$ cat src/design/particle_block_offset_builder_assert.svh
// ----------------------------------------------------------------------------
// Assertion macros for the particle block offset builder
// Clocked on clk_i, disabled while rst_ni is low.
// ----------------------------------------------------------------------------
`ifndef PARTICLE_BLOCK_OFFSET_BUILDER_ASSERT_SVH
`define PARTICLE_BLOCK_OFFSET_BUILDER_ASSERT_SVH

// expr must never hold
`define PBOB_NEVER(lbl, expr, msg) \
  lbl: assert property (@(posedge clk_i) disable iff (!rst_ni) !(expr)) \
    else $error(msg);

// whenever ante holds, cons holds in the same cycle
`define PBOB_IMPLY(lbl, ante, cons, msg) \
  lbl: assert property (@(posedge clk_i) disable iff (!rst_ni) (ante) |-> (cons)) \
    else $error(msg);

`endif

$ cat src/design/pbob_pkg.sv
`timescale 1ns / 1ps
// ----------------------------------------------------------------------------
// pbob_pkg
// Shared constants and types of the particle block offset builder.
// ----------------------------------------------------------------------------
package pbob_pkg;

  localparam int BLOCK_X       = 4;
  localparam int BLOCK_Y       = 4;
  localparam int BLOCK_Z       = 4;
  localparam int MAX_BLOCKS    = 4096;
  localparam int MAX_PARTICLES = 1048576;

  localparam int POS_W  = 32;
  localparam int INV_W  = 32;
  localparam int SLOT_W = 13;
  localparam int IDX_W  = 21;
  localparam int PREV_W = 14;
  localparam int PROD_W = POS_W + INV_W + 1;
  localparam int FRAC_W = 40;
  localparam int CELL_W = PROD_W - FRAC_W;
  localparam int ZY_W   = 2 * SLOT_W;
  localparam int ZYB_W  = ZY_W + 1;
  localparam int LIN_W  = ZYB_W + SLOT_W;
  localparam int CNT_W  = 3 * SLOT_W;

  typedef enum logic [1:0] {
    ERR_OK    = 2'd0,
    ERR_RANGE = 2'd1,
    ERR_ORDER = 2'd2
  } err_e;

  typedef enum logic [2:0] {
    REG_INV_X    = 3'd0,
    REG_INV_Y    = 3'd1,
    REG_INV_Z    = 3'd2,
    REG_BLOCKS_X = 3'd3,
    REG_BLOCKS_Y = 3'd4,
    REG_BLOCKS_Z = 3'd5
  } reg_idx_e;

  typedef struct packed {
    logic [INV_W-1:0]  inv_x;
    logic [INV_W-1:0]  inv_y;
    logic [INV_W-1:0]  inv_z;
    logic [SLOT_W-1:0] blocks_x;
    logic [SLOT_W-1:0] blocks_y;
    logic [SLOT_W-1:0] blocks_z;
    logic [SLOT_W-1:0] count;
  } cfg_t;

  typedef struct packed {
    logic              is_end;
    logic              bad;
    logic [SLOT_W-1:0] block;
  } item_t;

  typedef struct packed {
    logic full;
    logic empty;
  } fifo_status_t;

endpackage

$ cat src/design/pbob_fifo.sv
`timescale 1ns / 1ps
// ----------------------------------------------------------------------------
// pbob_fifo
// Four-entry queue of classified items between front and back.
// ----------------------------------------------------------------------------
module pbob_fifo (
  input  logic                   clk_i,
  input  logic                   rst_ni,
  input  logic                   push_i,
  input  pbob_pkg::item_t        item_i,
  input  logic                   pop_i,
  output pbob_pkg::item_t        item_o,
  output pbob_pkg::fifo_status_t status_o
);
  import pbob_pkg::*;

  localparam int DEPTH = 4;
  localparam int PTR_W = $clog2(DEPTH);

  item_t            mem_q [DEPTH];
  logic [PTR_W-1:0] wr_q, rd_q;
  logic [PTR_W:0]   fill_q;
  logic             do_push, do_pop;

  assign status_o.full  = (fill_q == (PTR_W+1)'(DEPTH));
  assign status_o.empty = (fill_q == '0);
  assign do_push        = push_i && !status_o.full;
  assign do_pop         = pop_i && !status_o.empty;
  assign item_o         = mem_q[rd_q];

  always_ff @(posedge clk_i or negedge rst_ni) begin
    if (!rst_ni) begin
      wr_q   <= '0;
      rd_q   <= '0;
      fill_q <= '0;
    end else begin
      if (do_push) wr_q <= wr_q + PTR_W'(1);
      if (do_pop)  rd_q <= rd_q + PTR_W'(1);
      if (do_push && !do_pop) begin
        fill_q <= fill_q + (PTR_W+1)'(1);
      end else if (do_pop && !do_push) begin
        fill_q <= fill_q - (PTR_W+1)'(1);
      end
    end
  end

  always_ff @(posedge clk_i) begin
    if (do_push) mem_q[wr_q] <= item_i;
  end

endmodule

$ cat config.mk
export PLATFORM = sky130hd
export DESIGN_NAME = pbob_fifo
export DESIGN_NICKNAME = d
export VERILOG_FILES = /design/src/design/particle_block_offset_builder_assert.svh /design/src/design/pbob_pkg.sv /design/src/design/pbob_fifo.sv
export SDC_FILE = /design/constraint.sdc
export NUM_CORES = 1
export LEC_CHECK = 0
export BUFFER_PORTS_ARGS = -buffer_cell sky130_fd_sc_hd__buf_4
export CORE_MARGIN = 2
export CORE_UTILIZATION = 56
export CTS_CLUSTER_SIZE = 25
export DETAILED_ROUTE_END_ITERATION = 10
export HOLD_SLACK_MARGIN = 0.1
export PLACE_DENSITY = 0.78
export SLEW_MARGIN = 15
export SYNTH_ARGS = -nofsm -noshare
export SYNTH_HDL_FRONTEND = slang
export SYNTH_SLANG_ARGS = --single-unit
$ cat constraint.sdc
create_clock -name clk_i -period 2.7 [get_ports clk_i]
set_input_delay 0.405 -clock clk_i [delete_from_list [all_inputs] [get_ports clk_i]]
set_output_delay 0.405 -clock clk_i [all_outputs]
set_load 0.005 [all_outputs]
Word level (Yosys, flattened, before mapping)
Memory sizes are Yosys's and may differ from the RTL's. Cells that the tools add are included.

Reductions and logical operators: 10. $add $sub $neg: 4. Multiplexer cells: 4. Equality and inequality tests: 1.

Operators by type and width (count): two-way mux 3 bit (2); adder 2 x 1 -> 2 bit (second input constant) (2); logical AND 1 bit (4); zero test 1 bit (4); adder 3 x 1 -> 3 bit (second input constant) (1); equality test 3 bit (second input constant) (1); zero test 3 bit (1); subtractor 3 x 1 -> 3 bit (second input constant) (1); two-way mux 1 bit (2); nonzero test 2 bit (1).

Input port bits: 19. Flip-flop bits (word level): 7. Word-level logic and storage cells: 23. Memories: 1. RAM bits: 60.

Memories: mem_q (words 4, width 15, rd ports 1, clocked after Yosys merged registers in 0, wr ports 1, line pbob_fifo.sv:20) `item_t mem_q [DEPTH];`.

Depth between registers and ports, before layout
Gate-level depths: netlist of the first run.

Depth in word-level cells: 7. Gate-level depth with buffers: 9.

Least setup slack after synthesis of the first run
No wires, ideal clock.

Kind: reg2reg. From: register fill_q[0]. To: register fill_q[2]. Setup slack: 0.723 ns. Arrival: 1.898 ns. Path buffers: 0. Required time: 2.621 ns. Stages on the path, launching flop included: 9. Period minus slack after synthesis: 1.977 ns. Path through: dfrtp_1 > or3_1 > nand2_1 > ha_1 > inv_1 > fa_1 > xor2_1 > nor2_1 > xor2_1.

Longest elaborated chain between the ends: 6.

Ends and longest elaborated chain: from (decl) (line pbob_fifo.sv:22) `logic [PTR_W:0] fill_q;`; from (signal assigned) (line pbob_fifo.sv:40) `fill_q <= fill_q + (PTR_W+1)'(1);`; from (signal assigned) (line pbob_fifo.sv:42) `fill_q <= fill_q - (PTR_W+1)'(1);`; parallel branches: the longest is 6 deep, another holds subtractor 3 x 1 -> 3 bit.

Several ways; the timed one is not identified. The select of a mux whose other input is x is not followed. A chain may end at the register's enable or synchronous reset.

Worst setup path in the final report of the first run
From: register fill_q[2]. To: register fill_q[2].

Same word-level chain as after synthesis.

==> results of run 1 <==
-- stage by stage --
stage	worst slack (ns)	cells	hold slack [ns]	utilization [%]	area, um2
6_report	0.473	219	0.280	70.0	3110
5_1_grt	0.360	219	0.257	70.0	3110
4_1_cts	0.450	219	0.260	70.0	3110
3_5_place_dp	0.486	202	0.226	66.0	2930
3_3_place_gp	0.649	202	0.222	66.0	2930
2_1_floorplan	0.723	115	0.109	-	2620
-- power by group through the flow --
stage / sequential (uW) / combinational [uW] / clock, uW
after floorplan: 1470 / 696 / 0
after global placement: 1530 / 981 / 0
after detailed placement: 1550 / 1030 / 0
after CTS: 1530 / 1030 / 710
after global routing: 1550 / 1090 / 745
final: 1530 / 1000 / 690
-- registers in the layout, indices dropped and copies added (netlist names) --
name / flops
fill_q: 3
mem_q: 60
wr_q: 2
rd_q: 2
-- cells in the mapped netlist --
cell type / number
inv_1: 4
xnor2_1: 4
xor2_1: 2
and2_1: 4
ha_1: 5
fa_1: 1
mux4_1: 4
or3_1: 1
buf_2: 2
mux2_4: 1
nand3_1: 1
nor3b_2: 1
dfrtp_1: 7
buf_6: 2
nand2_1: 1
edfxtp_1: 60
mux2_2: 1
nor2b_1: 1
nor2_1: 1
mux4_2: 11
buf_12: 1
-- layer usage --
metal / track usage (%) / vias to the layer above
li1: - / 551
met1: 19.8 / 617
met2: 30.2 / 30
met3: 5.00 / 11
met4: 9.88 / 0
met5: 0 / -
-- kinds of logic (layout without fill, tap and decap cells) --
kind of cell | after synthesis | in the layout | share of synthesized area [%]
multiplexers | 17 | 17 | 14.5
XOR/XNOR | 6 | 6 | 2.00
flip-flops | 67 | 67 | 75.4
buffers and inverters | 9 | 61 | 2.58
AND/OR/NAND/NOR | 10 | 10 | 2.39
adder cells (fa/ha/maj) | 6 | 6 | 3.15
-- final cells by class --
cell class              count  share of cell area (%)
flip-flops and latches     67                    63.5
clock inverters             6                    1.00
multi-input cells          39                    18.5
repair buffers             41                    9.97
clock buffers              10                    4.42
well taps                  52                    2.09
inverters                   4                   0.482
-- final timing paths --
| check | from | to | slack, ns | depth (start not counted) |
|---|---|---|---|---|
| worst min-delay path | item_i[4] | mem_q[2][4]$_DFFE_PP_ | 0.28 | 1 |
| worst max-delay path | fill_q[2]$_DFFE_PN0P_ | fill_q[2]$_DFFE_PN0P_ | 0.47 | 8 |
| max in group asynchronous | rst_ni | rd_q[1]$_DFFE_PN0P_ | 2.13 | 2 |
| min in group asynchronous | rst_ni | fill_q[0]$_DFFE_PN0P_ | 0.44 | 2 |
| worst max register to register | fill_q[2]$_DFFE_PN0P_ | fill_q[2]$_DFFE_PN0P_ | 0.47 | 8 |
| worst min register to register | fill_q[2]$_DFFE_PN0P_ | fill_q[2]$_DFFE_PN0P_ | 0.50 | 1 |
-- critical path, cell delays in order, from the launching register on --
cell and delay [ns]:
dfrtp_1 0.40, nor3b_2 0.17, nor2b_1 0.42, ha_1 0.29, inv_1 0.08, fa_1 0.38, xor2_1 0.15, nor2_1 0.11
xor2_1 0.16
-- what timing repair did --
action                                  4_1_cts  5_1_grt
hold endpoints to repair                      7        0
hold buffers                                  1        0
endpoints found under the setup margin        0        0
==> results by group, run 1 <==
CTS
  – Post_cts resized: 0
  – Clock Latency Late Sink: 0.32 ns
  – Clock Path Buffers: 2
  – CTS sink count: 67
  – Clock transition at path regs: 0.07 ns
  – CTS root buffer: clkbuf_8
  – Num CTS Buffers: 9
  – Setup Fix Bufs, Post-CTS: 0
  – H-tree depth: 3
  – CTS tree: built

Global route
  – Gr usage total: 17.6%
  – Vias in the first global route: 1311
  – Initial antenna violation count: 0
  – Remaining global-route overflow: 0
  – Largest net degree at the start of global routing: 17
  – First-pass GRT wire length: 6.33 mm

Synthesis
  – Synth warn: 0
  – Largest area contributor in the netlist: edfxtp_1
  – Synth top area share: 68.7%
  – Syn Inst Count: 115
  – Syn Area/Cell: 22.8 um2
  – Synthesized flop and latch total: 67
  – Synth area leaders: edfxtp_1 (69%), mux4_2 (9.5%), dfrtp_1 (6.7%), mux4_1 (4.0%), ha_1 (2.4%)
  – Post-synthesis sequential area ratio: 75.4%
  – Synthesized area: 2620 um2
  – Syn nets: 140
  – Unique masters post-synth: 21

Die
  – Top Ports: 36
  – Die area: 5240 um2
  – Die width: 72.4 um
  – Placement row count: 24
  – Placeable Area: 4440 um2
  – Initial Utilization: 59.0%
  – Die height: 72.4 um

Timing
  – Endpoints failing hold: 0
  – Period utilisation layout: 82.5%
  – Worst slew pin tran: 0.715 ns
  – FMAX: 449 MHz
  – Slew margin rel.: 52.3%
  – RSZ-0062 raised after global routing: no
  – Final-report max-slew violation count: 0
  – Setup TNS: 0 ns
  – Final Skew: 0.00423 ns
  – Tmin final: 2.23 ns
  – Setup violators final: 0

Power
  – Cell area power density: 1030 nW/um2
  – Clk pwr share: 21.4%
  – Cell internal pwr: 2320 uW
  – Sw frac: 27.8%
  – Total power: 3220 uW
  – Sw power: 897 uW
  – Logic pwr share: 31.2%
  – Sequential share of power: 47.4%
  – Static Leak: 0.00116 uW
  – Max VDD drop: 0.563 mV

Outcome
  – Status: finished clean

Critical path
  – Crit path DAT: 2.48 ns
  – Nature of the critical path startpoint: flip-flop
  – CP max FO: 7
  – Crit path capture type: flip-flop
  – WS Path Type: flip-flop to flip-flop
  – Req. time, crit path: 2.95 ns

Cells and area
  – Layout cell share with drive strength beyond 1: 41.3%
  – ANT cells: 0
  – Fill cells: 287
  – Area delta synth->final: 18.8%
  – Most common cell after layout, fill and taps aside: edfxtp_1
  – Most frequent cells in the layout: edfxtp_1 (60), buf_4 (40), mux4_2 (11)
  – Multi-input gate area: 577 um2
  – Fin nets: 187
  – Sequential Area: 1980 um2

Detailed routing
  – Via/cell ratio: 5.52
  – First-pass detailed-route iteration total: 4
  – DRC: 0
  – Met3 routed WL: 178 um
  – Top Layer Used: met4
  – Met2 WL: 2.21 mm
  – Wire length per cell: 18.5 um
  – Vias: 1209
  – M1 wire length: 1.57 mm
  – 1st-iter DRT viols: 64
  – Routed WL: 4.05 mm
  – Final ANT Viol Nets: 0

Placed design
  – HPWL Detailed: 2.83 mm
  – Port bufs: 35
  – Routability cong.: 0.713

Run
  – Max Cap Viol: 0

Min path
  – HP Class: input pin to flip-flop
Power figures use the tool's default switching activity.
==> run 2, diff against run 1 <==
--- a/config.mk
+++ b/config.mk
@@ -7,11 +7,11 @@
 export LEC_CHECK = 0
 export BUFFER_PORTS_ARGS = -buffer_cell sky130_fd_sc_hd__buf_4
 export CORE_MARGIN = 2
-export CORE_UTILIZATION = 56
+export CORE_UTILIZATION = 50
 export CTS_CLUSTER_SIZE = 25
 export DETAILED_ROUTE_END_ITERATION = 10
 export HOLD_SLACK_MARGIN = 0.1
-export PLACE_DENSITY = 0.78
+export PLACE_DENSITY = 0.74
 export SLEW_MARGIN = 15
 export SYNTH_ARGS = -nofsm -noshare
 export SYNTH_HDL_FRONTEND = slang
==> constraint.sdc (replaced) <==
create_clock -name clk_i -period 1.81 [get_ports clk_i]
set_input_delay 0.2715 -clock clk_i [delete_from_list [all_inputs] [get_ports clk_i]]
set_output_delay 0.2715 -clock clk_i [all_outputs]
set_load 0.005 [all_outputs]
==> results by group, run 2 (synthesis results as in run 1) <==
Power
  – Cell area power density: 1590 nW/um2 (+54%)
  – Total power: 5420 uW (+68%)
  – Max VDD drop: 0.894 mV (+59%)
  – Static Leak: 0.00126 uW (+8.8%)

Die
  – Die height: 76.4 um (+5.5%)
  – Die width: 76.4 um (+5.5%)
  – Placeable Area: 5070 um2 (+14%)
  – Placement row count: 26 (+8.3%)
  – Initial Utilization: 51.7% (-7.3 points)
  – Die area: 5840 um2 (+11%)
  – Top Ports: 36 (unchanged)

CTS
  – H-tree depth: 3 (unchanged)
  – CTS sink count: 67 (unchanged)
  – Num CTS Buffers: 9 (unchanged)
  – CTS root buffer: clkbuf_8
  – Clock transition at path regs: 0.06 ns (about the same)
  – Clock Latency Late Sink: 0.33 ns (about the same)
  – Clock Path Buffers: 2 (unchanged)
  – CTS tree: built

Critical path
  – Crit Reg-Reg Startpoint: fill_q[1]$_DFFE_PN0P_
  – Nature of the critical path startpoint: flip-flop
  – Crit path DAT: 2.11 ns (-0.37 ns)
  – WS Path Type: flip-flop to flip-flop
  – Worst Reg-to-Reg Cells: 7 (-1)
  – CP max FO: 3 (-4)
  – Req. time, crit path: 2.02 ns (-0.93 ns)
  – Reg-to-Reg End: fill_q[1]$_DFFE_PN0P_
  – Critical path origin: fill_q[1]$_DFFE_PN0P_
  – Setup slack, reg-to-reg: -0.08 ns (-0.56 ns)
  – Crit path capture type: flip-flop

Cells and area
  – Area delta synth->final: 29.8%
  – Cell area after layout: 3400 um2 (+9.3%)
  – Layout cell share with drive strength beyond 1: 49.7% (+8.4 points)
  – Fin nets: 203 (+8.6%)
  – Largest regs: mem_q: 60 flops, fill_q: 3 flops
  – Most common cell after layout, fill and taps aside: edfxtp_1
  – Most frequent cells in the layout: edfxtp_1 (60), buf_4 (36), buf_6 (15)
  – ANT cells: 0 (unchanged)
  – Largest Register: mem_q
  – Largest register FFs: 60 (unchanged)

Placed design
  – Routability cong.: 0.719 (+0.76%)
  – Port bufs: 35 (unchanged)
  – Placement Setup Slack: -0.105 ns (-0.591 ns)
  – HPWL Detailed: 2.90 mm (+2.4%)
  – Area post-placement: 3110 um2 (+6.1%)

Min path
  – Hold path startpoint: item_i[12]
  – Hold path cells: 1 (unchanged)
  – HP Class: input pin to flip-flop
  – Min-Delay Endpoint: mem_q[3][12]$_DFFE_PP_

Global route
  – Vias in the first global route: 1449 (+11%)
  – Remaining global-route overflow: 0 (unchanged)
  – First-pass GRT wire length: 6.93 mm (+9.4%)
  – Initial antenna violation count: 0 (unchanged)
  – Gr usage total: 16.2% (-1.4 points)
  – Largest net degree at the start of global routing: 16 (-1)

Timing
  – Worst slew pin tran: 0.218 ns (-0.498 ns)
  – Setup ws final: -0.0846 ns (-0.558 ns)
  – RSZ-0062 raised after global routing: yes
  – Setup TNS: -0.402 ns (-0.402 ns)
  – Final Skew: 0.00986 ns (+0.00564 ns)
  – Slew margin rel.: 85.5% (+33 points)
  – Endpoints failing hold: 0 (unchanged)
  – FMAX: 528 MHz (+18%)
  – Final-report max-slew violation count: 0 (unchanged)
  – Tmin final: 1.89 ns (-0.332 ns)
  – Period utilisation layout: 105% (+22 points)
  – Setup violators final: 13 (+13)
  – Hold_ws: 0.139 ns (-0.141 ns)

Detailed routing
  – Vias: 1281 (+6.0%)
  – Met2 WL: 2.48 mm (+12%)
  – M1 wire length: 1.58 mm (+0.51%)
  – Via/cell ratio: 5.06 (-8.3%)
  – DRC: 0 (unchanged)
  – Final ANT Viol Nets: 0 (unchanged)
  – 1st-iter DRT viols: 112 (+75%)
  – Met3 routed WL: 143 um (-20%)
  – First-pass detailed-route iteration total: 4 (unchanged)
  – Top Layer Used: met4
  – Routed WL: 4.30 mm (+6.0%)
  – Wire length per cell: 17.0 um (-8.2%)

Run
  – Max Cap Viol: 0 (unchanged)

Outcome
  – Status: finished, violations left
  – Failing checks: setup timing
[run 2: cell types whose count changed in the layout (fill, tap and decap cells not counted), moves of 3 or more]
cell / change
buf_6: +15
clkbuf_1: +5
mux4_2: +3
buf_12: +5
mux4_1: -3
clkinv_2: -4
buf_4: -4
[run 2: worst max-delay path by stage]
stage                             to  slack, ns  cells after the start
4_1_cts        fill_q[1]$_DFFE_PN0P_      -0.07                      7
6_report       fill_q[1]$_DFFE_PN0P_      -0.08                      7
3_3_place_gp   fill_q[2]$_DFFE_PN0P_       0.01                      8
3_5_place_dp   fill_q[2]$_DFFE_PN0P_      -0.10                      8
5_1_grt        fill_q[2]$_DFFE_PN0P_      -0.14                      8
2_1_floorplan  fill_q[1]$_DFFE_PN0P_      -0.01                      7
[run 2: report_power, final]
group | switching [uW] | leakage (uW) | internal (uW)
logic | 832 | 0.000542 | 1320
registers | 137 | 0.000630 | 2070
clock network | 478 | 0.0000850 | 576
[run 2: through the flow]
step / cells / util, %
final: 253 / 67.0
after global routing: 253 / 67.0
after CTS: 251 / 66.0
after detailed placement: 229 / 61.4
after global placement: 229 / 61.4
after floorplan: 115 / -
[run 2: worst max-delay path, stage by stage (launching register included)]
cell     delay (ns)
dfrtp_1        0.40
buf_4          0.15
nor3b_4        0.22
nor2b_2        0.10
ha_4           0.17
inv_2          0.05
fa_2           0.42
mux2_2         0.27
[run 2: timing repair]
item	CTS	global route
hold buffers	1	0
gates resized for setup	10	11
setup endpoints to repair	17	17
setup buffers	5	2
endpoints found under the hold margin	7	0
pin swaps	4	2
[run 2: layout make-up]
class	count	area, um2
Sequential cell	67	1980
Inverter	4	15.0
Clock buffer	16	170
Tap cell	70	87.6
Timing Repair Buffer	57	549
Multi-Input combinational cell	39	602
Fill cell	346	1670
[run 2: routing by layer]
layer	vias to the layer above	track usage [%]
li1	582	-
met1	666	16.3
met2	23	29.8
met3	10	4.03
met4	0	9.82
met5	-	0
