## src/design/particle_block_offset_builder_assert.svh

```systemverilog
// ----------------------------------------------------------------------------
// Assertion macros for the particle block offset builder
// Clocked on clk_i, disabled while rst_ni is low.
// ----------------------------------------------------------------------------
`ifndef PARTICLE_BLOCK_OFFSET_BUILDER_ASSERT_SVH
`define PARTICLE_BLOCK_OFFSET_BUILDER_ASSERT_SVH

// expr must never hold
`define PBOB_NEVER(lbl, expr, msg) \
  lbl: assert property (@(posedge clk_i) disable iff (!rst_ni) !(expr)) \
    else $error(msg);

// whenever ante holds, cons holds in the same cycle
`define PBOB_IMPLY(lbl, ante, cons, msg) \
  lbl: assert property (@(posedge clk_i) disable iff (!rst_ni) (ante) |-> (cons)) \
    else $error(msg);

`endif

```

## src/design/pbob_pkg.sv

```systemverilog
`timescale 1ns / 1ps
// ----------------------------------------------------------------------------
// pbob_pkg
// Shared constants and types of the particle block offset builder.
// ----------------------------------------------------------------------------
package pbob_pkg;

  localparam int BLOCK_X       = 4;
  localparam int BLOCK_Y       = 4;
  localparam int BLOCK_Z       = 4;
  localparam int MAX_BLOCKS    = 4096;
  localparam int MAX_PARTICLES = 1048576;

  localparam int POS_W  = 32;
  localparam int INV_W  = 32;
  localparam int SLOT_W = 13;
  localparam int IDX_W  = 21;
  localparam int PREV_W = 14;
  localparam int PROD_W = POS_W + INV_W + 1;
  localparam int FRAC_W = 40;
  localparam int CELL_W = PROD_W - FRAC_W;
  localparam int ZY_W   = 2 * SLOT_W;
  localparam int ZYB_W  = ZY_W + 1;
  localparam int LIN_W  = ZYB_W + SLOT_W;
  localparam int CNT_W  = 3 * SLOT_W;

  typedef enum logic [1:0] {
    ERR_OK    = 2'd0,
    ERR_RANGE = 2'd1,
    ERR_ORDER = 2'd2
  } err_e;

  typedef enum logic [2:0] {
    REG_INV_X    = 3'd0,
    REG_INV_Y    = 3'd1,
    REG_INV_Z    = 3'd2,
    REG_BLOCKS_X = 3'd3,
    REG_BLOCKS_Y = 3'd4,
    REG_BLOCKS_Z = 3'd5
  } reg_idx_e;

  typedef struct packed {
    logic [INV_W-1:0]  inv_x;
    logic [INV_W-1:0]  inv_y;
    logic [INV_W-1:0]  inv_z;
    logic [SLOT_W-1:0] blocks_x;
    logic [SLOT_W-1:0] blocks_y;
    logic [SLOT_W-1:0] blocks_z;
    logic [SLOT_W-1:0] count;
  } cfg_t;

  typedef struct packed {
    logic              is_end;
    logic              bad;
    logic [SLOT_W-1:0] block;
  } item_t;

  typedef struct packed {
    logic full;
    logic empty;
  } fifo_status_t;

endpackage

```

## src/design/pbob_back.sv

```systemverilog
`timescale 1ns / 1ps
// ----------------------------------------------------------------------------
// pbob_back
// Block order tracking, range results and the output register.
// ----------------------------------------------------------------------------
module pbob_back (
  input  logic                         clk_i,
  input  logic                         rst_ni,
  input  pbob_pkg::item_t              item_i,
  input  logic                         item_valid_i,
  output logic                         pop_o,
  output logic                         out_valid_o,
  input  logic                         out_stall_i,
  output logic [pbob_pkg::SLOT_W-1:0]  first_slot_o,
  output logic [pbob_pkg::SLOT_W-1:0]  last_slot_o,
  output logic [pbob_pkg::IDX_W-1:0]   start_index_o,
  output logic [1:0]                   error_code_o
);
  import pbob_pkg::*;

  logic signed [PREV_W-1:0] prev_q, prev_d, prev_inc;
  logic [IDX_W-1:0]         pidx_q, pidx_d, pidx_inc;
  logic signed [PREV_W-1:0] blk;
  logic                     res_vld;
  logic [SLOT_W-1:0]        first_d, last_d;
  logic [IDX_W-1:0]         start_d;
  err_e                     err_d;
  logic                     out_valid_q;
  logic [SLOT_W-1:0]        first_q, last_q;
  logic [IDX_W-1:0]         start_q;
  err_e                     err_q;

  assign blk      = $signed({1'b0, item_i.block});
  assign prev_inc = prev_q + PREV_W'(1);
  assign pidx_inc = (pidx_q < IDX_W'(MAX_PARTICLES)) ? pidx_q + IDX_W'(1) : pidx_q;
  assign pop_o    = item_valid_i && (!out_valid_q || !out_stall_i);

  always_comb begin
    res_vld = 1'b0;
    first_d = '0;
    last_d  = '0;
    start_d = '0;
    err_d   = ERR_OK;
    prev_d  = prev_q;
    pidx_d  = pidx_q;
    if (pop_o) begin
      if (!item_i.is_end && item_i.bad) begin
        res_vld = 1'b1;
        err_d   = ERR_RANGE;
        pidx_d  = pidx_inc;
      end else begin
        if (blk > prev_q) begin
          res_vld = 1'b1;
          first_d = prev_inc[SLOT_W-1:0];
          last_d  = item_i.block;
          start_d = pidx_q;
          if (!item_i.is_end) prev_d = blk;
        end else if (blk < prev_q) begin
          res_vld = 1'b1;
          err_d   = ERR_ORDER;
        end
        if (item_i.is_end) begin
          prev_d = '1;
          pidx_d = '0;
        end else begin
          pidx_d = pidx_inc;
        end
      end
    end
  end

  always_ff @(posedge clk_i or negedge rst_ni) begin
    if (!rst_ni) begin
      prev_q      <= '1;
      pidx_q      <= '0;
      out_valid_q <= 1'b0;
    end else begin
      prev_q <= prev_d;
      pidx_q <= pidx_d;
      if (pop_o) begin
        out_valid_q <= res_vld;
      end else if (!out_stall_i) begin
        out_valid_q <= 1'b0;
      end
    end
  end

  always_ff @(posedge clk_i) begin
    if (pop_o && res_vld) begin
      first_q <= first_d;
      last_q  <= last_d;
      start_q <= start_d;
      err_q   <= err_d;
    end
  end

  assign out_valid_o   = out_valid_q;
  assign first_slot_o  = first_q;
  assign last_slot_o   = last_q;
  assign start_index_o = start_q;
  assign error_code_o  = err_q;

endmodule
```

## config.mk

```make
export PLATFORM = sky130hd
export DESIGN_NAME = pbob_back
export DESIGN_NICKNAME = d
export VERILOG_FILES = /design/src/design/particle_block_offset_builder_assert.svh /design/src/design/pbob_pkg.sv /design/src/design/pbob_back.sv
export SDC_FILE = /design/constraint.sdc
export NUM_CORES = 1
export LEC_CHECK = 0
export BUFFER_PORTS_ARGS = -buffer_cell sky130_fd_sc_hd__clkbuf_2
export CAP_MARGIN = 20
export CORE_MARGIN = 4
export CORE_UTILIZATION = 44
export CTS_CLUSTER_DIAMETER = 150
export CTS_CLUSTER_SIZE = 24
export DETAILED_ROUTE_END_ITERATION = 8
export GPL_ROUTABILITY_DRIVEN = 1
export PLACE_DENSITY = 0.64
export SETUP_SLACK_MARGIN = 0.3
export SLEW_MARGIN = 40
export SYNTH_ARGS = -nofsm -noshare
export SYNTH_HDL_FRONTEND = slang
export SYNTH_SLANG_ARGS = --single-unit
```

## constraint.sdc

```tcl
create_clock -name clk_i -period 6 [get_ports clk_i]
set_clock_uncertainty 0.05 [all_clocks]
set_input_delay 0.3 -clock clk_i [delete_from_list [all_inputs] [get_ports clk_i]]
set_output_delay 0.3 -clock clk_i [all_outputs]
set_load 0.02 [all_outputs]
```

Word-level counts from Yosys, hierarchy flattened
Cells that the tools add are included.

Register bits after elaboration: 85. Output and inout bits: 51. Logic and storage cells: 42.

Add/sub/neg operators: 2. Reduce and logical (&&, ||, !) cells: 11. Eq/ne operators: 1. Mux-type cells: 14. Order comparisons: 3. Bitwise operators: 3.

Operators by type and width (number): two-way mux 21 bit (3); two-way mux 14 bit (2); adder 21 x 1 -> 21 bit, second input constant (1); < comparator 21 bit, second input constant (1); greater-than comparator 14 bit (1); < comparator 14 bit (1); adder 13 x 2 -> 13 bit, second input constant (1); two-way mux 1 bit (8); OR reduction 3 bit (2); logical AND 1 bit (3); zero test 1 bit (3); inverter 1 bit (3); AND reduction 3 bit (1); two-way mux 2 bit (1); != test 2 bit, second input constant (1); nonzero test 2 bit (1); logical OR 1 bit (1).

Logic depth before layout (Yosys ltp)
Gate-level depths: netlist of the first run.

Depth in word-level cells: 6. Depth in mapped cells: 8. Gate-level depth less buffers: 7.

Least setup slack after synthesis of the first run
No wires, ideal clock.

Kind: register to register. Start point: register prev_q[5]. End point: register err_q[0], in the netlist error_code_o[0] (enable). Required time: 5.465 ns. Clock period less this slack: 4.608 ns. Path slack: 1.392 ns. Arrival time: 4.073 ns. Stages on the path, launching flop included: 7. Path buffers: 0. Cells stage by stage: dfstp_2 > inv_1 > ha_1 > a21o_1 > o31ai_1 > nand2_1 > a31oi_1.

Longest elaborated chain between the ends: 6.

RTL lines: from (decl) (line pbob_back.sv:21) `logic signed [PREV_W-1:0] prev_q, prev_d, prev_inc;`; from (signal assigned) (line pbob_back.sv:78) `prev_q <= prev_d;`; < comparator 14 bit (line pbob_back.sv:58) `end else if (blk < prev_q) begin`; two-way mux 1 bit (line pbob_back.sv:58); two-way mux 1 bit * (line pbob_back.sv:52) `if (blk > prev_q) begin`; two-way mux 1 bit * (line pbob_back.sv:47) `if (!item_i.is_end && item_i.bad) begin`; two-way mux 1 bit * (line pbob_back.sv:46) `if (pop_o) begin`; logical AND 1 bit * (line pbob_back.sv:89) `if (pop_o && res_vld) begin`; to (signal assigned) (line pbob_back.sv:93) `err_q <= err_d;`; to (decl) (line pbob_back.sv:31) `err_e err_q;`.

Every way passes the cells marked *; elsewhere a longest branch is shown, timed or not. A chain may end at the register's enable or synchronous reset.

Worst setup path in the final report of the first run
Start point: register prev_q[4]. End point: register start_q[19], in the netlist start_index_o[19] (enable).

Longest elaborated chain between the ends: 6.

RTL lines: < comparator 14 bit (line pbob_back.sv:58); two-way mux 1 bit (line pbob_back.sv:58); two-way mux 1 bit * (line pbob_back.sv:52); two-way mux 1 bit * (line pbob_back.sv:47); two-way mux 1 bit * (line pbob_back.sv:46); logical AND 1 bit * (line pbob_back.sv:89); to (signal assigned) (line pbob_back.sv:92) `start_q <= start_d;`; to (decl) (line pbob_back.sv:30) `logic [IDX_W-1:0] start_q;`.

Marks and branches as above.

==> summary.txt, run 1 <==
Detailed routing
  – Detailed Routing Iterations Pass 1: 4
  – Antenna violation net count after detailed routing: 0
  – Detailed-route wire length: 8.047 mm
  – Number of violations reported at the end of detailed-routing iteration 0: 117
  – Vias: 2746
  – Vias per cell: 5.114
  – DR DRC count: 0
  – Routed wire length per instance: 14.99 um

STA
  – Period minus WS final: 3262 ps
  – Final hold vios: 0
  – Setup TNS: 0 ps
  – Worst-margin pin slew: 698.2 ps
  – Unrepaired setup endpoints after global routing: no
  – Hold_ws: 158.4 ps
  – Number of max-slew violations in the final report: 0
  – Fmax: 306.5 MHz
  – Number of setup violations in the final report: 0
  – Period Utilization, post-route: 54.37%
  – Worst-case headroom to the max-slew limit: 53.07%

Placement
  – RePlAce Congestion: 0.8067
  – HPWL after detailed placement: 5.474 mm
  – DP Cell Count: 520
  – Placed instance area: 4538 um^2
  – Count of input and output buffers: 69

Power and ir drop
  – Total power per unit cell area: 306.2 nW/um^2
  – VDD IR max: 0.1159 mV
  – Leakage Power: 0.002108 uW

Clock tree
  – CTS H-tree lvls: 3
  – Clock root buffer: clkbuf_8
  – Clock slew at reported path FFs: 90 ps
  – Setup Fix Bufs, Post-CTS: 0
  – TritonCTS buffer count: 9
  – Clock tree from TritonCTS: done
  – Post-cts gate resize count: 0
  – Clk sinks: 85
  – Later-pin clock latency in the skew report: 350 ps
  – Largest buffer count on any clock path: 2

Synthesis
  – Number of synthesized flops with an enable pin: 49
  – Distinct cell type count of the synthesized netlist: 36
  – Portion of the post-synthesis area used by sequential elements: 58.73%
  – Area of the mapped netlist: 4069 um^2
  – Ys Warns: 0
  – Async SR Flop Fraction: 42.35%
  – Post-synthesis cell count: 354
  – Most instantiated flip-flop cell in the synthesis netlist: edfxtp_1
  – Syn nets: 388
  – Synthesis-stage register bit count: 85
  – Post-Syn Area per Cell: 11.49 um^2

Final layout
  – Total non-filler cell area in the finished layout: 4751 um^2
  – Most common cell after layout, fill and taps aside: clkbuf_2
  – Area added between synthesis and finish: 16.76%
  – Layout net count: 458
  – Number of cells in the finished layout apart from fillers: 537
  – Ratio of cells with drive above 1 in the final layout: 25.41%
  – Most used cells in the layout excluding fill and tap cells: clkbuf_2, nor2_1, edfxtp_1
  – Share of the core filled with cells: 53.69%
  – Filler instances: 797
  – Number of antenna diodes: 0

Floorplan
  – Starting density of the core: 45.98%
  – Number of I/O pins: 70
  – FP Rows: 34
  – Die ar.: 10850 um^2
  – Vertical die dimension: 104.2 um
  – Floorplan Core Area: 8848 um^2
  – X dimension of the die: 104.2 um

Setup path
  – Data arrival time at the worst-slack endpoint: 3210 ps
  – Sort of element at the end of the critical path: flip-flop
  – Count of buffer and inverter cells on the critical path: 2
  – Critical path class: flip-flop to flip-flop
  – Series of cell instances along the critical path: inv_1, ha_1, nand4_1, a21oi_1, o31ai_1, nand2_1, a31oi_4, buf_4
  – Crit path launch type: flip-flop
  – Slowest cell delay on critical path: 580 ps
  – Critical path fanouts, max: 33
  – Required time worst endpoint: 5950 ps
  – Kind of cell adding the most delay to the critical path: compound AO/OA/AOI/OAI gates
  – Master of the slowest instance on the critical path: dfstp_2

Global route
  – Number of antenna violations at the first check in global routing: 0
  – Maximum number of pins on one net before global-route repair: 37
  – Number of global-route vias before repair: 2826
  – Global-route wire length before repair: 13.63 mm
  – Remaining global-route overflow: 0
  – Gr usage total: 15.28%

Worst hold path
  – Class of the tightest hold or removal check: input port to flip-flop

Run
  – Number of maximum-capacitance constraint violations: 0

Outcome
  – Outcome: finished clean
-- synthesized netlist by cell type (2+ instances only) --
| master | instances | area share [%] |
|---|---|---|
| nor2_1 | 54 | 5.0 |
| edfxtp_1 | 49 | 36 |
| and2_1 | 47 | 7.2 |
| dfrtp_1 | 22 | 14 |
| inv_1 | 17 | 1.6 |
| ha_1 | 15 | 4.6 |
| xor2_1 | 15 | 3.2 |
| dfstp_2 | 14 | 9.0 |
| nand3_1 | 14 | 1.7 |
| xnor2_1 | 14 | 3.0 |
| mux2i_1 | 13 | 3.2 |
| nand2_1 | 13 | 1.2 |
| nand4_1 | 9 | 1.4 |
| a21oi_1 | 7 | 0.86 |
| clkbuf_1 | 7 | 0.65 |
| nor3_1 | 7 | 0.86 |
| and3_1 | 6 | 0.92 |
| clkbuf_2 | 4 | 0.49 |
| nand2b_1 | 3 | 0.46 |
| nor4_1 | 3 | 0.46 |
| a31oi_1 | 2 | 0.31 |
| a41oi_1 | 2 | 0.43 |
| nor2b_1 | 2 | 0.31 |
| nor4_2 | 2 | 0.61 |
| o21ai_0 | 2 | 0.25 |
-- timing repair --
action / CTS / global route
endpoints found under the setup margin: 0 / 0
endpoints found under the hold margin: 22 / 0
hold buffers: 1 / 0
-- cell families after synthesis --
kind of cell / count (synthesis) / share of synthesized area, %
DFF: 85 / 58.73
muxes: 13 / 3.198
xor gates and xnor gates: 29 / 6.242
adders and majority gates: 15 / 4.613
AOI/OAI and AO/OA: 20 / 3.690
buffers and inverters: 32 / 3.382
and+or+nand+nor: 160 / 20.14
-- worst reg2reg max path, stage by stage, from the launching register on --
cell     delay, ps
dfstp_2        580
inv_1           80
ha_1           290
nand4_1        140
a21oi_1         50
o31ai_1        460
nand2_1        220
a31oi_4        510
buf_4          520
-- per-layer routing --
metal	up-vias	GRT usage, %	share of wire [%]
li1	1347	-	-
met1	1329	19.91	46
met2	61	24.33	47
met3	9	4.159	5.6
met4	0	5.888	1.2
met5	-	0	0
-- metrics by stage --
step | setup WS, ps | power [uW]
floorplan | 1392 | 961.8
global placement | 2824 | 1042
detailed placement | 2728 | 1051
CTS | 2706 | 1468
global route | 2500 | 1532
finish | 2738 | 1455
-- final cells by class --
class / count / area, um^2 / area share [%]
repair buffers: 74 / 387.9 / 8.164
clock buffers: 9 / 123.9 / 2.607
clock inverters: 7 / 78.83 / 1.659
inverters: 17 / 63.81 / 1.343
flip-flops and latches: 85 / 2390 / 50.30
well taps: 108 / 135.1 / 2.844
multi-input cells: 237 / 1572 / 33.08
-- final timing paths --
check | startpoint | cells past startpoint | slack [ps] | to
min in group asynchronous | rst_ni | 2 | 430 | pidx_q[14]
min reg2reg | prev_q[12] | 2 | 480 | prev_q[12]
max | prev_q[4] | 8 | 2740 | start_index_o[19]
max reg2reg | prev_q[4] | 8 | 2740 | start_index_o[19]
min | item_i[0] | 3 | 160 | prev_q[0]
max in group asynchronous | rst_ni | 2 | 5100 | prev_q[9]
-- registers in the layout, summed over array words and instances (netlist names) --
register and count:
error_code_o 2, pidx_q 21, first_slot_o 13, start_index_o 21, out_valid_o 1, last_slot_o 13, prev_q 14
-- power breakdown --
| group | total [uW] | switching (uW) | internal [uW] | leakage, uW |
|---|---|---|---|---|
| clock network | 419 | 220 | 199 | 0.000105 |
| registers | 732 | 40.5 | 691 | 0.000934 |
| logic | 304 | 180 | 124 | 0.00107 |
Power figures use the tool's default switching activity.
==> run 2, diff against run 1 <==
PLACE_DENSITY = 0.67   (was 0.64)
clock period = 2.65 ns   (was 6 ns; I/O delays follow)
==> run 2 against run 1 <==
Clock-buffer cell count increased by 3. Sequential power increased by 130%. Utilization increased by 9.5 points. Setup slack got worse by 2600 ps. Fmax increased by 28%. Combinational power increased to 3.5 times the previous value. Critical path type unchanged. Sequential share of layout area decreased by 7.6 points. Hold slack got worse by 140 ps. Global-route usage increased by 1.6 points.
==> summary.txt, run 2 (same netlist as run 1, synthesis figures left out) <==
Outcome
  – Outcome: finished clean

Final layout
  – Layout net count: 501 (+9.4%)
  – Ratio of cells with drive above 1 in the final layout: 41.74% (+16 points)
  – Most used cells in the layout excluding fill and tap cells: clkbuf_2, nor2_1, edfxtp_1
  – Share of the core filled with cells: 63.22% (+9.5 points)
  – Most common cell after layout, fill and taps aside: clkbuf_2
  – Number of antenna diodes: 0 (unchanged)
  – Area added between synthesis and finish: 37.48%
  – Number of cells in the finished layout apart from fillers: 580 (+8.0%)

Setup path
  – Slowest cell delay on critical path: 580 ps (about the same)
  – Master of the slowest instance on the critical path: dfstp_2
  – Crit path launch type: flip-flop
  – FF-to-FF Start: prev_q[8]
  – Series of cell instances along the critical path: inv_4, ha_4, nand4_1, nor2_2, o31ai_4, a2111oi_4, buf_4, buf_8, buf_12, mux2i_1
  – Kind of cell adding the most delay to the critical path: flip-flops
  – Data arrival time at the worst-slack endpoint: 2780 ps (-430 ps)
  – Count of buffer and inverter cells on the critical path: 4 (+2)
  – Capture instance of the worst register-to-register path: prev_q[8]
  – Register-to-register path setup slack: 100 ps (-2630 ps)
  – Required time worst endpoint: 2880 ps (-3070 ps)
  – Reg2reg path depth: 10 (+2)
  – Critical path class: flip-flop to flip-flop
  – Sort of element at the end of the critical path: flip-flop
  – Critical path fanouts, max: 5 (-85%)
  – Cell depth of the worst setup path: 10 (+2)

Detailed routing
  – Antenna violation net count after detailed routing: 0 (unchanged)
  – DR DRC count: 0 (unchanged)
  – Routed wire length per instance: 16.81 um (+12%)
  – Detailed-route wire length: 9.747 mm (+21%)
  – Vias: 3040 (+11%)
  – Number of violations reported at the end of detailed-routing iteration 0: 103 (-12%)
  – Vias per cell: 5.241 (+2.5%)
  – Detailed Routing Iterations Pass 1: 4 (unchanged)

Global route
  – Number of global-route vias before repair: 2906 (+2.8%)
  – Maximum number of pins on one net before global-route repair: 37 (unchanged)
  – Most Used Layer, Global Route: met2
  – Remaining global-route overflow: 0 (unchanged)
  – Met2 Resource Use GR: 27.90% (+3.6 points)
  – Gr usage total: 16.84% (+1.6 points)
  – Global-route wire length before repair: 14.61 mm (+7.1%)
  – Met1 routing resource usage after global routing: 21.58% (+1.7 points)
  – Number of antenna violations at the first check in global routing: 0 (unchanged)
  – Met3 global-route usage: 4.718% (+0.56 points)

Placement
  – DP Cell Count: 525 (+0.96%)
  – HPWL after detailed placement: 5.903 mm (+7.8%)
  – RePlAce Congestion: 0.8120 (+0.66%)
  – Count of input and output buffers: 69 (unchanged)

Floorplan
  – Floorplan Core Area: 8848 um^2 (unchanged)
  – FP Rows: 34 (unchanged)
  – Vertical die dimension: 104.2 um (unchanged)
  – Starting density of the core: 45.98% (unchanged)
  – Die ar.: 10850 um^2 (unchanged)
  – Number of I/O pins: 70 (unchanged)
  – X dimension of the die: 104.2 um (unchanged)

Power and ir drop
  – Part of the power in registers: 45.6% (-4.7 points)
  – Total power per unit cell area: 651.3 nW/um^2 (+110%)
  – VDD IR max: 0.3143 mV (+170%)
  – Clock power share: 25.5% (-3.3 points)
  – Sw power: 1099 uW (+150%)
  – Leakage Power: 0.002414 uW (+15%)
  – Total power draw: 3643 uW (+150%)
  – Net switching share of the total power: 30.16% (-0.16 points)
  – Combinational group share of total power: 29.0% (+8.1 points)
  – Pint: 2544 uW (+150%)

STA
  – Number of setup violations in the final report: 0 (unchanged)
  – Hold_ws: 15.16 ps (-143.2 ps)
  – Period minus WS final: 2546 ps (-716.1 ps)
  – Final hold vios: 0 (unchanged)
  – Worst-margin pin slew: 696.6 ps (-1.588 ps)
  – Fmax: 392.8 MHz (+28%)
  – Unrepaired setup endpoints after global routing: yes
  – Setup TNS: 0 ps (unchanged)
  – Period Utilization, post-route: 96.08% (+42 points)
  – Worst-case headroom to the max-slew limit: 53.56% (+0.49 points)
  – Number of max-slew violations in the final report: 0 (unchanged)

Clock tree
  – Clock slew at reported path FFs: 90 ps (about the same)
  – Later-pin clock latency in the skew report: 360 ps (about the same)
  – TritonCTS buffer count: 9 (unchanged)
  – Clock tree from TritonCTS: done
  – Largest buffer count on any clock path: 2 (unchanged)
  – CTS H-tree lvls: 3 (unchanged)
  – Clk sinks: 85 (unchanged)
  – Clock root buffer: clkbuf_8

Worst hold path
  – Class of the tightest hold or removal check: input port to flip-flop
  – Beginning of the worst hold path: item_i[5]
  – WHS Path Cells: 3 (unchanged)
  – Worst hold path endpoint: prev_q[5]

Run
  – Number of maximum-capacitance constraint violations: 0 (unchanged)
run 2: changes by cell type in the layout (fill, tap and decap cells not counted), moves of 8 or more:
cell,previous run,this run
inv_2,0,8
and2_4,0,26
buf_4,4,17
clkbuf_16,0,8
ha_1,15,6
inv_1,17,8
and2_1,47,21
ha_4,0,9
run 2: layout make-up:
class	instances	area [um^2]
fillers	690	3254
clock buffers	12	145.1
flip-flops and latches	85	2390
multi-input cells	237	1798
well taps	108	135.1
repair buffers	117	1012
inverters	17	66.31
clock inverters	4	47.55
run 2: metrics by stage:
stage | setup WS, ps | cell area (um^2)
floorplan | -154.2 | 4195
detailed placement | 165.0 | 4697
CTS | 235.3 | 5079
global placement | 212.4 | 4695
finish | 103.9 | 5594
global route | 22.45 | 5594
run 2: worst max-delay path by stage:
stage                     slack (ps)               end        from
final                            100         prev_q[8]   prev_q[8]
after global routing              20         prev_q[4]   prev_q[8]
after CTS                        240  first_slot_o[10]  prev_q[11]
after detailed placement         160         prev_q[0]   prev_q[7]
after global placement           210    last_slot_o[9]   prev_q[7]
after floorplan                 -150   error_code_o[0]  prev_q[12]
run 2: routing by layer:
layer  vias to the layer above  routed length [um]
li1                       1440                   -
met1                      1500                4446
met2                        87                4723
met3                        13                 404
met4                         0                 174
met5                         -                   0
run 2: tightest hold or removal path: stages:
cell and delay [ps]:
clkbuf_2 120, nor2_1 90, mux2i_1 70
run 2: power by group through the flow:
| stage | Combinational (uW) | Clock, uW | Sequential, uW |
|---|---|---|---|
| after global routing | 1130 | 1010 | 1680 |
| after floorplan | 491 | 0 | 1730 |
| after CTS | 828 | 942 | 1660 |
| after detailed placement | 762 | 0 | 1690 |
| after global placement | 740 | 0 | 1680 |
| final | 1050 | 928 | 1660 |
run 2: what timing repair did:
item | CTS | global route
pin swaps | 4 | 11
hold endpoints to repair | 27 | 0
gates cloned | 2 | 11
resized for setup | 13 | 53
endpoints found under the setup margin | 104 | 110
hold buffers | 6 | 0
setup buffers | 7 | 13
